**config.mk**
```make
export PLATFORM = sky130hd
export DESIGN_NAME = prs_csr_flat
export DESIGN_NICKNAME = d
export VERILOG_FILES = /design/src/rtl/prs_pkg.sv /design/src/rtl/prs_ifs.sv /design/src/rtl/prs_csr.sv /design/src/flat_wrapper.sv
export SDC_FILE = /design/constraint.sdc
export NUM_CORES = 1
export LEC_CHECK = 0
export BUFFER_PORTS_ARGS = -buffer_cell sky130_fd_sc_hd__buf_2
export CORE_AREA = 2 2 144 146
export DETAILED_ROUTE_END_ITERATION = 8
export DIE_AREA = 0 0 146 148
export PLACE_DENSITY = 0.78
export SLEW_MARGIN = 5
export SYNTH_ARGS = -nofsm -noshare
export SYNTH_HDL_FRONTEND = slang
export SYNTH_SLANG_ARGS = --single-unit
```
**constraint.sdc**
```tcl
create_clock -name clock -period 6.4 [get_ports clock]
set_clock_uncertainty 0.1 [all_clocks]
set_input_delay 1.28 -clock clock [delete_from_list [all_inputs] [get_ports clock]]
set_output_delay 1.28 -clock clock [all_outputs]
set_load 0.005 [all_outputs]
```
**src/rtl/prs_pkg.sv**
```systemverilog
// Shared types, register codes and constants for the progress ring pixel shader.
// Depends on nothing; every other file of the block imports it.
package prs_pkg;

   localparam int COORD_BITS_DEFAULT = 12;
   localparam int ANGLE_BITS_DEFAULT = 16;

   localparam int PIXEL_BITS     = 32;
   localparam int COLOR_BITS     = 24;
   localparam int CSR_INDEX_BITS = 3;
   localparam int CSR_DATA_BITS  = 32;

   localparam logic [CSR_INDEX_BITS-1:0] CSR_CENTER_X = 3'd0;
   localparam logic [CSR_INDEX_BITS-1:0] CSR_CENTER_Y = 3'd1;
   localparam logic [CSR_INDEX_BITS-1:0] CSR_RADIUS   = 3'd2;
   localparam logic [CSR_INDEX_BITS-1:0] CSR_PROGRESS = 3'd3;
   localparam logic [CSR_INDEX_BITS-1:0] CSR_FILL     = 3'd4;

   localparam int         RING_THICKNESS = 3;
   localparam logic [7:0] ALPHA_OPAQUE   = 8'hFF;

   // CORDIC sizing beyond the output angle width
   localparam int CORDIC_EXTRA_STAGES = 28;
   localparam int CORDIC_FRAC_GUARD   = 30;
   localparam int CORDIC_ANGLE_GUARD  = 32;

   localparam real TWO_PI           = 6.283185307179586;
   localparam real TURNS_PER_RADIAN = 1.0 / TWO_PI;

   typedef enum logic [1:0] {
      KIND_CORDIC,
      KIND_ZERO,
      KIND_DIAG
   } angle_kind_type;

   typedef struct packed {
      logic                  ring_ok;
      logic [1:0]            quadrant;
      angle_kind_type        kind;
      logic [PIXEL_BITS-1:0] dest;
   } side_type;

   typedef struct packed {
      logic [PIXEL_BITS-1:0] out_pixel;
      logic                  covered;
   } rsp_word_type;

   // atan(2^-idx) as a fraction of a full turn, scaled by 2^frac_bits
   function automatic logic [63:0] atan_turns(input int idx, input int frac_bits);
      real ang;
      real scaled;
      ang    = $atan(2.0 ** (-idx));
      scaled = ang * TURNS_PER_RADIAN * (2.0 ** frac_bits);
      return 64'(longint'(scaled));
   endfunction

endpackage

```
**src/rtl/prs_ifs.sv**
```systemverilog


interface prs_csr_if;
   import prs_pkg::*;
   logic                      valid;
   logic                      ready;
   logic [CSR_INDEX_BITS-1:0] index;
   logic [CSR_DATA_BITS-1:0]  data;

   modport source (output valid, output index, output data, input ready);
   modport sink (input valid, input index, input data, output ready);
endinterface

```
**src/rtl/prs_csr.sv**
```systemverilog
// Configuration registers plus the derived squared ring bounds.
// Depends on prs_pkg and prs_csr_if.
module prs_csr #(
   parameter int COORD_BITS = prs_pkg::COORD_BITS_DEFAULT,
   parameter int ANGLE_BITS = prs_pkg::ANGLE_BITS_DEFAULT
) (
   input  logic                              clock,
   input  logic                              reset,
   prs_csr_if.sink                           csr_chan,
   output logic signed [COORD_BITS-1:0]      center_x,
   output logic signed [COORD_BITS-1:0]      center_y,
   output logic [2*COORD_BITS-3:0]           radius_sq,
   output logic [2*COORD_BITS-3:0]           inner_sq,
   output logic [ANGLE_BITS:0]               progress,
   output logic [prs_pkg::COLOR_BITS-1:0]    fill_color
);
   import prs_pkg::*;

   localparam int RW = COORD_BITS - 1;

   logic signed [COORD_BITS-1:0] center_x_ff, center_y_ff;
   logic [RW-1:0]                radius_ff;
   logic [ANGLE_BITS:0]          progress_ff;
   logic [COLOR_BITS-1:0]        fill_ff;
   logic [2*RW-1:0]              radius_sq_ff, inner_sq_ff;
   logic [RW-1:0]                inner_in;
   logic [2*RW-1:0]              radius_sq_in, inner_sq_in;

   assign csr_chan.ready = 1'b1;

   always_ff @(posedge clock) begin
      if (reset) begin
         center_x_ff <= '0;
         center_y_ff <= '0;
         radius_ff   <= '0;
         progress_ff <= '0;
         fill_ff     <= '0;
      end else if (csr_chan.valid) begin
         unique case (csr_chan.index)
            CSR_CENTER_X: center_x_ff <= csr_chan.data[COORD_BITS-1:0];
            CSR_CENTER_Y: center_y_ff <= csr_chan.data[COORD_BITS-1:0];
            CSR_RADIUS:   radius_ff   <= csr_chan.data[RW-1:0];
            CSR_PROGRESS: progress_ff <= csr_chan.data[ANGLE_BITS:0];
            CSR_FILL:     fill_ff     <= csr_chan.data[COLOR_BITS-1:0];
            default: ;
         endcase
      end
   end

   // inner radius clamps at zero
   always_comb begin
      if (radius_ff > RW'(RING_THICKNESS)) begin
         inner_in = radius_ff - RW'(RING_THICKNESS);
      end else begin
         inner_in = '0;
      end
      radius_sq_in = (2*RW)'(radius_ff * radius_ff);
      inner_sq_in  = (2*RW)'(inner_in * inner_in);
   end

   always_ff @(posedge clock) begin
      if (reset) begin
         radius_sq_ff <= '0;
         inner_sq_ff  <= '0;
      end else begin
         radius_sq_ff <= radius_sq_in;
         inner_sq_ff  <= inner_sq_in;
      end
   end

   assign center_x   = center_x_ff;
   assign center_y   = center_y_ff;
   assign radius_sq  = radius_sq_ff;
   assign inner_sq   = inner_sq_ff;
   assign progress   = progress_ff;
   assign fill_color = fill_ff;

endmodule

```
**src/flat_wrapper.sv**
```systemverilog
// flat-port wrapper written by rule: the top's interface ports become plain ports
module prs_csr_flat import prs_pkg::*;
#(
   parameter int COORD_BITS = prs_pkg::COORD_BITS_DEFAULT,
   parameter int ANGLE_BITS = prs_pkg::ANGLE_BITS_DEFAULT
)
  (clock, reset, center_x, center_y, radius_sq, inner_sq, progress, fill_color, csr_chan_valid, csr_chan_index, csr_chan_data, csr_chan_ready);
  prs_csr_if csr_chan_i ();
  input  logic clock;
  input  logic reset;
  output logic signed [COORD_BITS-1:0] center_x;
  output logic signed [COORD_BITS-1:0] center_y;
  output logic [2*COORD_BITS-3:0] radius_sq;
  output logic [2*COORD_BITS-3:0] inner_sq;
  output logic [ANGLE_BITS:0] progress;
  output logic [prs_pkg::COLOR_BITS-1:0] fill_color;
  input wire logic [$bits(csr_chan_i.valid)-1:0] csr_chan_valid;
  input wire logic [$bits(csr_chan_i.index)-1:0] csr_chan_index;
  input wire logic [$bits(csr_chan_i.data)-1:0] csr_chan_data;
  output wire logic [$bits(csr_chan_i.ready)-1:0] csr_chan_ready;
  assign csr_chan_i.valid = csr_chan_valid;
  assign csr_chan_i.index = csr_chan_index;
  assign csr_chan_i.data = csr_chan_data;
  assign csr_chan_ready = csr_chan_i.ready;
  prs_csr #(.COORD_BITS(COORD_BITS), .ANGLE_BITS(ANGLE_BITS)) u_core (.clock(clock), .reset(reset), .csr_chan(csr_chan_i), .center_x(center_x), .center_y(center_y), .radius_sq(radius_sq), .inner_sq(inner_sq), .progress(progress), .fill_color(fill_color));
endmodule
```
==> results of run 1 <==
[layout make-up]
class / instances / area (um2) / share of cell area
clock inverters: 11 / 101 / 0.00816
multi-input cells: 893 / 7410 / 0.597
repair buffers: 182 / 1030 / 0.0828
flip-flops and latches: 118 / 2360 / 0.190
clock buffers: 20 / 457 / 0.0368
inverters: 191 / 717 / 0.0578
well taps: 270 / 338 / 0.0272
[cell families after synthesis]
| kind of cell | Yosys count |
|---|---|
| and+or+nand+nor | 412 |
| buffers and inverters | 247 |
| adders and majority gates | 230 |
| AOI/OAI and AO/OA | 188 |
| DFF | 118 |
| xor gates and xnor gates | 51 |
| muxes | 9 |
| other | 2 |
[registers in the layout (all words and copies together) (netlist names)]
signal	cells
u_core.center_x	12
u_core.radius_ff	11
u_core.center_y	12
u_core.progress	17
u_core.fill_color	24
u_core.inner_sq	21
u_core.radius_sq	21
[worst min-delay path by stage]
stage	cells after the start	slack, ps	start	end
floorplan	2	350	u_core.center_x[0]$_SDFFE_PP0P_	u_core.center_x[0]$_SDFFE_PP0P_
finish	2	350	u_core.progress[6]$_SDFFE_PP0P_	u_core.progress[6]$_SDFFE_PP0P_
detailed placement	2	340	u_core.progress[6]$_SDFFE_PP0P_	u_core.progress[6]$_SDFFE_PP0P_
global placement	2	340	u_core.fill_color[13]$_SDFFE_PP0P_	u_core.fill_color[13]$_SDFFE_PP0P_
CTS	2	350	u_core.progress[6]$_SDFFE_PP0P_	u_core.progress[6]$_SDFFE_PP0P_
global route	2	370	u_core.progress[6]$_SDFFE_PP0P_	u_core.progress[6]$_SDFFE_PP0P_
[cell usage in the layout, fill, tap and decap left out, types with 7 or more instances in the layout]
cell       synthesis  final
nand2_1          222    222
inv_1            186    186
buf_2              7    135
fa_1             127    127
dfxtp_1          118    116
a21oi_1          105    104
ha_1             103    102
nor2_1            88     84
buf_4              3     47
xnor2_1           34     34
and2_1            33     33
a21o_1            17     17
clkbuf_16          0     17
xor2_1            16     16
nor2b_1           15     15
o21ai_0           14     13
and3_1             8      8
nand4_1            7      7
o21bai_1           7      7
a211oi_1           7      7
[synth_stat cells (8+ instances only)]
master	n	share of area
nand2_1	222	0.078
xnor2_1	34	0.028
xor2_1	16	0.013
a21o_1	17	0.012
and3_1	8	0.0047
a21oi_1	105	0.049
nor2_1	88	0.031
and2_1	33	0.019
dfxtp_1	118	0.22
inv_1	186	0.065
ha_1	103	0.12
o21ai_0	14	0.0066
nor2b_1	15	0.0088
fa_1	127	0.24
clkbuf_1	41	0.014
[what timing repair did]
action                                  in CTS  in global routing
resized for setup                            0                 16
endpoints found under the hold margin        0                  0
endpoints found under the setup margin       0                  9
setup buffers                                0                  5
[worst reg2reg max path, stage by stage (launching register included)]
cell      delay (ps)
dfxtp_1          350
ha_1             230
buf_4            160
nor3_4           250
nand2b_1         150
nor4_4           290
mux2_2           390
nand2_1           90
fa_1             460
fa_1             520
inv_1             60
fa_1             490
fa_1             490
inv_1             50
fa_1             470
inv_1             40
ha_1             310
nand4_1          190
nor2_2           200
a31oi_1          110
o21a_1           150
o21ai_1          210
mux2_2           350
[stage by stage]
step	setup slack, ps	power [mW]
2_1_floorplan	303	2.03
3_3_place_gp	227	2.52
3_5_place_dp	156	2.58
4_1_cts	76.1	3.52
5_1_grt	-65.4	3.83
6_report	208	3.55
[power by group through the flow]
stage	logic, mW	clock network [mW]	registers (mW)
finish	1.83	0.917	0.806
floorplan	1.21	0	0.827
global route	2.06	0.959	0.810
detailed placement	1.76	0	0.821
global placement	1.70	0	0.819
CTS	1.79	0.929	0.806
[per-layer routing]
metal	global-route usage	routed length, um	up-vias
met5	0	0	-
met4	0.0825	573	0
met3	0.0571	2080	46
met2	0.407	12200	340
met1	0.315	10700	4261
li1	-	-	4254
==> flow_metrics.env, run 1 <==
export IMPL_grt_max_degree=67
export IMPL_clock_insertion_delay_at_the_later_pin_of_the_skew_report_ps=420
export IMPL_fraction_of_the_mapped_netlist_area_in_compound_gates=0.105
export IMPL_critPathLaunch="u_core.radius_ff[0]$_SDFFE_PP0P_"
export IMPL_depth_of_the_critical_timing_path_with_buffers_and_inverters_included=22
export IMPL_power_density_nw_per_um2=286
export IMPL_syn_to_final_growth_pct=16.3
export IMPL_endpoint_kind="flip-flop"
export IMPL_worst_r2r_startpoint="u_core.radius_ff[0]$_SDFFE_PP0P_"
export IMPL_seq_power_share=0.227
export IMPL_first_pass_grt_wire_length_mm=43.0
export IMPL_tns_ps=0
export IMPL_finalWirelength_mm=25.6
export IMPL_leakagePower_nw=6.52
export IMPL_gp_congestion=0.938
export IMPL_final_period_minus_worst_setup_slack_ps=6190
export IMPL_start_util=0.533
export IMPL_status="complete, no violations"
export IMPL_routed_via_count=8901
export IMPL_final_slew_viol_count=0
export IMPL_synth_area_mux_share=0.00926
export IMPL_grtUsageTotal=0.244
export IMPL_dp_cells=1649
export IMPL_clk_path_buf_depth=2
export IMPL_syn_cell_area_um2=10700
export IMPL_share_comb_of_total_power=0.515
export IMPL_layout_cells_non_filler=1685
export IMPL_timing_critical_path_slowest_cell_delay_ps=520
export IMPL_drc=0
export IMPL_cellInternalPower_mw=2.11
export IMPL_synth_warnings=0
export IMPL_boundary_pins=148
export IMPL_synth_enable_flop_cells=0
export IMPL_yosysSeqAreaShare=0.221
export IMPL_r2r_end="u_core.inner_sq[21]$_SDFF_PP0_"
export IMPL_syn_mean_instance_area_um2=8.49
export IMPL_clkTransAtPathRegs_ps=60
export IMPL_crit_type="reg2reg"
export IMPL_worstPathMaxFanout=5
export IMPL_worstSetupStartpointType="flip-flop"
export IMPL_postSynth_asyncResetShare=0
export IMPL_worst_pin_slew_ps=914
export IMPL_finish_instance_area_um2=12400
export IMPL_die_area_um2=21600
export IMPL_fin_crit_sh=0.968
export IMPL_synth_cells=1257
export IMPL_drc_violation_total_after_the_first_tritonroute_iteration=637
export IMPL_cts_htree_levels=4
export IMPL_p_switching_mw=1.44
export IMPL_critPathRequiredTime_ps=6610
export IMPL_io_buffer_count=136
export IMPL_most_frequent_cell_on_critical_path="fa_1"
export IMPL_report_final_setup_viol=0
export IMPL_synthXorXnorAreaFrac=0.0425
export IMPL_worstRegToRegCells=22
export IMPL_synth_adder_area_share=0.359
export IMPL_dominantRegCellSynth="dfxtp_1"
export IMPL_num_antenna_cells=0
export IMPL_cts_root_buf="clkbuf_16"
export IMPL_detail_placement_hpwl_mm=19.7
export IMPL_r2r_setup_slack_ps=210
export IMPL_power_share_switching=0.405
export IMPL_first_global_vias=9086
export IMPL_cts_hold_buf=0
export IMPL_grt_ovfl_total=0
export IMPL_maxSlewHeadroom=0.389
export IMPL_fillCellCount=1732
export IMPL_timing_critical_path_buf_inv=4
export IMPL_dr_pass1_iters=5
export IMPL_cts_inserted_buffers=17
export IMPL_cts_tree="built"
export IMPL_detailed_place_area_um2=11800
export IMPL_rows=52
export IMPL_timing_critical_path_cells="ha_1 -> buf_4 -> nor3_4 -> nand2b_1 -> nor4_4 -> mux2_2 -> nand2_1 -> fa_1 -> fa_1 -> inv_1 -> fa_1 -> fa_1 -> inv_1 -> fa_1 -> inv_1 -> ha_1 -> nand4_1 -> nor2_2 -> a31oi_1 -> o21a_1 -> o21ai_1 -> mux2_2"
export IMPL_antenna_left=0
export IMPL_fraction_of_layout_cells_with_a_size_suffix_above_1=0.176
export IMPL_yosys_register_bits=118
export IMPL_fmax_mhz=161
export IMPL_synth_top_family_by_area="adder cells"
export IMPL_critical_path_arrival_ps=6410
export IMPL_power_clock_fraction=0.258
export IMPL_utilization=0.620
export IMPL_drv_max_cap_violation_count=0
export IMPL_die_boundary_width_um=146
export IMPL_clock_sink_count=118
export IMPL_final_hold_worst_slack_ps=349
export IMPL_layout_nets=1671
export IMPL_netlist_cell_type_count=59
export IMPL_antenna_found_initial=0
export IMPL_post_drt_wl_per_cell_um=15.2
export IMPL_worst_hold_path_type="reg2reg"
export IMPL_floorplan_die_height_um=148
export IMPL_yosys_area_share_simple=0.173
export IMPL_report_final_hold_viol_count=0
export IMPL_crit_end="u_core.inner_sq[21]$_SDFF_PP0_"
export IMPL_worst_path_dominant_cell_family="adder cells"
export IMPL_crit_slowest_cell="fa_1"
export IMPL_worst_ir_drop_vdd_mv=0.313
export IMPL_core_um2=20000
export IMPL_avgViaCountPerCell=5.28
No activity file was read; power rests on OpenSTA's default activity.
==> run 2: changes to the inputs <==
Settings changed: RECOVER_POWER set to 50.
==> flow_metrics.env, run 2 (same netlist as run 1, synthesis figures left out) <==
export IMPL_status="complete, no violations"
export IMPL_cts_htree_levels=4
export IMPL_io_buffer_count=136
export IMPL_final_critical_path_setup_slack_ps=212
export IMPL_worst_ir_drop_vdd_mv=0.311
export IMPL_layout_common_cells="nand2_1, inv_1, fa_1"
export IMPL_post_place_ws_ps=156
export IMPL_detail_placement_hpwl_mm=19.7
export IMPL_grtUsageTotal=0.244
export IMPL_leakagePower_nw=6.22
export IMPL_utilization=0.615
export IMPL_final_slew_viol_count=0
export IMPL_antenna_found_initial=0
export IMPL_critical_path_arrival_ps=6400
export IMPL_post_drt_wl_per_cell_um=15.1
export IMPL_fmax_mhz=162
export IMPL_clkTransAtPathRegs_ps=60
export IMPL_boundary_pins=148
export IMPL_r2r_setup_slack_ps=210
export IMPL_grt_ovfl_total=0
export IMPL_fillCellCount=1760
export IMPL_floorplan_die_height_um=148
export IMPL_worst_pin_slew_ps=906
export IMPL_drv_max_cap_violation_count=0
export IMPL_power_density_nw_per_um2=287
export IMPL_core_um2=20000
export IMPL_drc=0
export IMPL_clk_path_buf_depth=2
export IMPL_crit_type="reg2reg"
export IMPL_worstPathMaxFanout=5
export IMPL_report_final_hold_viol_count=0
export IMPL_cts_tree="built"
export IMPL_largest_reg_flops=24
export IMPL_report_final_setup_viol=0
export IMPL_cts_inserted_buffers=17
export IMPL_die_boundary_width_um=146
export IMPL_routed_via_count=8970
export IMPL_num_antenna_cells=0
export IMPL_antenna_left=0
export IMPL_endpoint_kind="flip-flop"
export IMPL_gp_congestion=0.938
export IMPL_start_util=0.533
export IMPL_fraction_of_layout_cells_with_a_size_suffix_above_1=0.126
export IMPL_clock_insertion_delay_at_the_later_pin_of_the_skew_report_ps=420
export IMPL_rows=52
export IMPL_die_area_um2=21600
export IMPL_final_period_minus_worst_setup_slack_ps=6190
export IMPL_critPathRequiredTime_ps=6610
export IMPL_leading_cell_type_in_the_layout_fill_and_taps_excluded="nand2_1"
export IMPL_cts_hold_buf=0
export IMPL_fin_crit_sh=0.967
export IMPL_clock_sink_count=118
export IMPL_maxSlewHeadroom=0.394
export IMPL_worst_hold_path_type="reg2reg"
export IMPL_drc_violation_total_after_the_first_tritonroute_iteration=595
export IMPL_dr_pass1_iters=5
export IMPL_grt_max_degree=67
export IMPL_syn_to_final_growth_pct=15.4
export IMPL_first_global_vias=9086
export IMPL_worstSetupStartpointType="flip-flop"
export IMPL_first_pass_grt_wire_length_mm=43.0
export IMPL_avgViaCountPerCell=5.32
export IMPL_cts_root_buf="clkbuf_16"
export IMPL_layout_nets=1671
export IMPL_post_layout_total_power_mw=3.54
export IMPL_finalWirelength_mm=25.5
[run 2: cell types whose count changed in the layout (fill, tap and decap cells not counted)]
| cell | before | now |
|---|---|---|
| buf_2 | 135 | 65 |
| clkbuf_1 | 1 | 70 |
| and2_0 | 0 | 1 |
| and2_1 | 33 | 32 |
| buf_1 | 0 | 1 |
| nand2b_1 | 4 | 5 |
| nand2b_2 | 1 | 0 |
[run 2: metrics by stage]
step	cells	hold WS (ps)	setup TNS, ps	area, um2
floorplan	1258	353	0	10700
global placement	1649	338	0	11800
detailed placement	1649	343	0	11800
CTS	1680	350	0	12300
global route	1685	366	-106	12300
finish	1685	349	0	12300
[run 2: critical path, stage by stage, from the launching register on]
cell and delay, ps:
dfxtp_1 350, ha_1 230, buf_4 160, nor3_4 250, nand2b_1 150, nor4_4 300, mux2_2 390, nand2_1 90
fa_1 450, fa_1 520, inv_1 60, fa_1 490, fa_1 490, inv_1 50, fa_1 470, inv_1 40
ha_1 310, nand4_1 180, nor2_2 200, a31oi_1 100, o21a_1 150, o21ai_1 200, mux2_2 350
[run 2: cell type report]
type	count	area (um2)	share of cell area
sequential	118	2360	0.192
tap	270	338	0.0274
multi-input combinational	893	7410	0.601
timing repair buffer	182	941	0.0763
inverter	191	717	0.0582
clock inverter	11	101	0.00822
clock buffer	20	457	0.0371
[run 2: final timing paths]
path                                    startpoint                               to  depth (start not counted)
setup reg to reg  u_core.radius_ff[0]$_SDFFE_PP0P_   u_core.inner_sq[21]$_SDFF_PP0_                         22
hold reg to reg    u_core.progress[6]$_SDFFE_PP0P_  u_core.progress[6]$_SDFFE_PP0P_                          2
hold / removal     u_core.progress[6]$_SDFFE_PP0P_  u_core.progress[6]$_SDFFE_PP0P_                          2
setup / recovery  u_core.radius_ff[0]$_SDFFE_PP0P_   u_core.inner_sq[21]$_SDFF_PP0_                         22
[run 2: power by group]
group | internal (mW) | switching [mW] | total (mW)
sequential | 0.790 | 0.0172 | 0.807
combinational | 0.764 | 1.05 | 1.82
clock | 0.551 | 0.365 | 0.916
[run 2: metal layers]
| metal | wire, um | part of all wire | global-route usage | vias to the layer above |
|---|---|---|---|---|
| li1 | - | - | - | 4256 |
| met1 | 10700 | 0.42 | 0.315 | 4338 |
| met2 | 12200 | 0.48 | 0.407 | 327 |
| met3 | 2050 | 0.080 | 0.0571 | 49 |
| met4 | 586 | 0.023 | 0.0825 | 0 |
| met5 | 0 | 0 | 0 | - |
[run 2: timing repair]
item,4_1_cts,5_1_grt
gates resized for setup,0,16
setup endpoints to repair,0,9
setup buffers,0,5
==> run 3: changes to the inputs <==
Settings changed: CORE_AREA 2 2 144 146 to 2 2 122 172, DIE_AREA 0 0 146 148 to 0 0 124 174.
==> flow_metrics.env, run 3 (same netlist as run 1, synthesis figures left out) <==
export IMPL_status="complete, no violations"
export IMPL_grt_busiest_layer="met2"
export IMPL_gr_usage_met2=0.441
export IMPL_fraction_of_layout_cells_with_a_size_suffix_above_1=0.127
export IMPL_grt_met3_usage=0.0571
export IMPL_layout_cells_non_filler=1661
export IMPL_clkTransAtPathRegs_ps=60
export IMPL_drc_violation_total_after_the_first_tritonroute_iteration=392
export IMPL_floorplan_die_height_um=174
export IMPL_antenna_found_initial=0
export IMPL_first_pass_grt_wire_length_mm=42.9
export IMPL_cts_htree_levels=4
export IMPL_routed_via_count=8885
export IMPL_tns_ps=0
export IMPL_first_global_vias=9251
export IMPL_clk_path_buf_depth=2
export IMPL_cts_root_buf="clkbuf_16"
export IMPL_grt_ovfl_total=0
export IMPL_final_seq_area_um2=2360
export IMPL_report_final_setup_viol=0
export IMPL_syn_to_final_growth_pct=15.1
export IMPL_cts_inserted_buffers=17
export IMPL_final_period_minus_worst_setup_slack_ps=6130
export IMPL_worst_hold_path_type="reg2reg"
export IMPL_detailed_place_area_um2=11700
export IMPL_clock_sink_count=118
export IMPL_crit_type="reg2reg"
export IMPL_drv_max_cap_violation_count=0
export IMPL_antenna_left=0
export IMPL_maxSlewHeadroom=0.381
export IMPL_power_density_nw_per_um2=291
export IMPL_avgViaCountPerCell=5.35
export IMPL_gp_congestion=0.927
export IMPL_leakagePower_nw=6.24
export IMPL_worstSetupStartpointType="flip-flop"
export IMPL_grtUsageTotal=0.251
export IMPL_endpoint_kind="flip-flop"
export IMPL_fillCellCount=1753
export IMPL_post_drt_wl_per_cell_um=15.3
export IMPL_largest_reg_flops=24
export IMPL_final_slew_viol_count=0
export IMPL_worst_pin_slew_ps=926
export IMPL_clock_insertion_delay_at_the_later_pin_of_the_skew_report_ps=430
export IMPL_globalRouteMet1Util=0.283
export IMPL_drc=0
export IMPL_fin_crit_sh=0.959
export IMPL_detail_placement_hpwl_mm=19.6
export IMPL_grt_max_degree=72
export IMPL_area_of_the_multi_input_gates_um2=7420
export IMPL_worst_ir_drop_vdd_mv=0.248
export IMPL_fmax_mhz=163
export IMPL_finalWirelength_mm=25.4
export IMPL_leading_cell_type_in_the_layout_fill_and_taps_excluded="nand2_1"
export IMPL_finish_instance_area_um2=12300
export IMPL_report_final_hold_viol_count=0
export IMPL_dp_cells=1626
export IMPL_io_buffer_count=136
export IMPL_worstPathMaxFanout=5
export IMPL_layout_common_cells="nand2_1, inv_1, fa_1"
export IMPL_die_area_um2=21600
export IMPL_rows=62
export IMPL_cts_hold_buf=0
export IMPL_boundary_pins=148
export IMPL_layout_nets=1660
export IMPL_critical_path_arrival_ps=6350
export IMPL_num_antenna_cells=0
export IMPL_dr_pass1_iters=7
export IMPL_cts_tree="built"
export IMPL_core_um2=20200
export IMPL_critPathRequiredTime_ps=6610
export IMPL_die_boundary_width_um=124
export IMPL_start_util=0.529
## run 3: cell count changes in the layout (fill, tap and decap cells not counted), sizes merged
cell	before	now
clkbuf	89	74
inv	192	199
clkinvlp	4	1
buf	113	114
bufinv	1	2
clkinv	5	4
## run 3: what timing repair did
item	CTS	global route
setup endpoints to repair	0	7
buffers inserted	0	3
gates resized for setup	0	10
## run 3: stage by stage
stage	setup WS, ps	util	total power, mW	hold WS, ps
floorplan	303	-	2.03	353
global placement	338	0.579	2.51	339
detailed placement	215	0.579	2.55	344
CTS	141	0.609	3.54	352
global route	-23.6	0.609	3.89	369
finish	265	0.609	3.58	357
## run 3: layout make-up
cell class / count / share of cell area
clock inverter: 15 / 0.0136
clock buffer: 17 / 0.0346
timing repair buffer: 171 / 0.0712
inverter: 191 / 0.0584
sequential: 118 / 0.192
multi-input combinational: 893 / 0.604
tap: 256 / 0.0261
## run 3: per-layer routing
metal / up-vias / share of wire
li1: 4233 / -
met1: 4314 / 0.38
met2: 271 / 0.53
met3: 67 / 0.056
met4: 0 / 0.036
met5: - / 0
## run 3: power by group
| group | switching [mW] | total [mW] | internal, mW | leakage, nW |
|---|---|---|---|---|
| Sequential | 0.0141 | 0.804 | 0.790 | 0.957 |
| Combinational | 1.02 | 1.79 | 0.774 | 4.99 |
| Clock | 0.399 | 0.982 | 0.583 | 0.292 |
| Total | 1.43 | 3.58 | 2.15 | 6.24 |
## run 3: final timing paths
| path | from | endpoint | slack (ps) | cells past startpoint |
|---|---|---|---|---|
| worst max-delay path | u_core.radius_ff[0]$_SDFFE_PP0P_ | u_core.inner_sq[21]$_SDFF_PP0_ | 270 | 22 |
| worst min register to register | u_core.center_x[2]$_SDFFE_PP0P_ | u_core.center_x[2]$_SDFFE_PP0P_ | 360 | 2 |
| worst max register to register | u_core.radius_ff[0]$_SDFFE_PP0P_ | u_core.inner_sq[21]$_SDFF_PP0_ | 270 | 22 |
| worst min-delay path | u_core.center_x[2]$_SDFFE_PP0P_ | u_core.center_x[2]$_SDFFE_PP0P_ | 360 | 2 |
## run 3: worst max-delay path, stage by stage, from the launching register on
cell	delay, ps
dfxtp_1	350
ha_1	230
buf_4	160
nor3_4	170
nand2b_1	140
nor4_4	360
xnor2_2	180
or3_4	370
fa_1	460
fa_1	500
inv_1	60
fa_1	460
fa_1	490
inv_1	50
fa_1	470
inv_1	40
ha_1	310
o21a_1	130
o21a_1	190
a31oi_1	110
o21a_1	150
o21ai_0	190
mux2_2	350
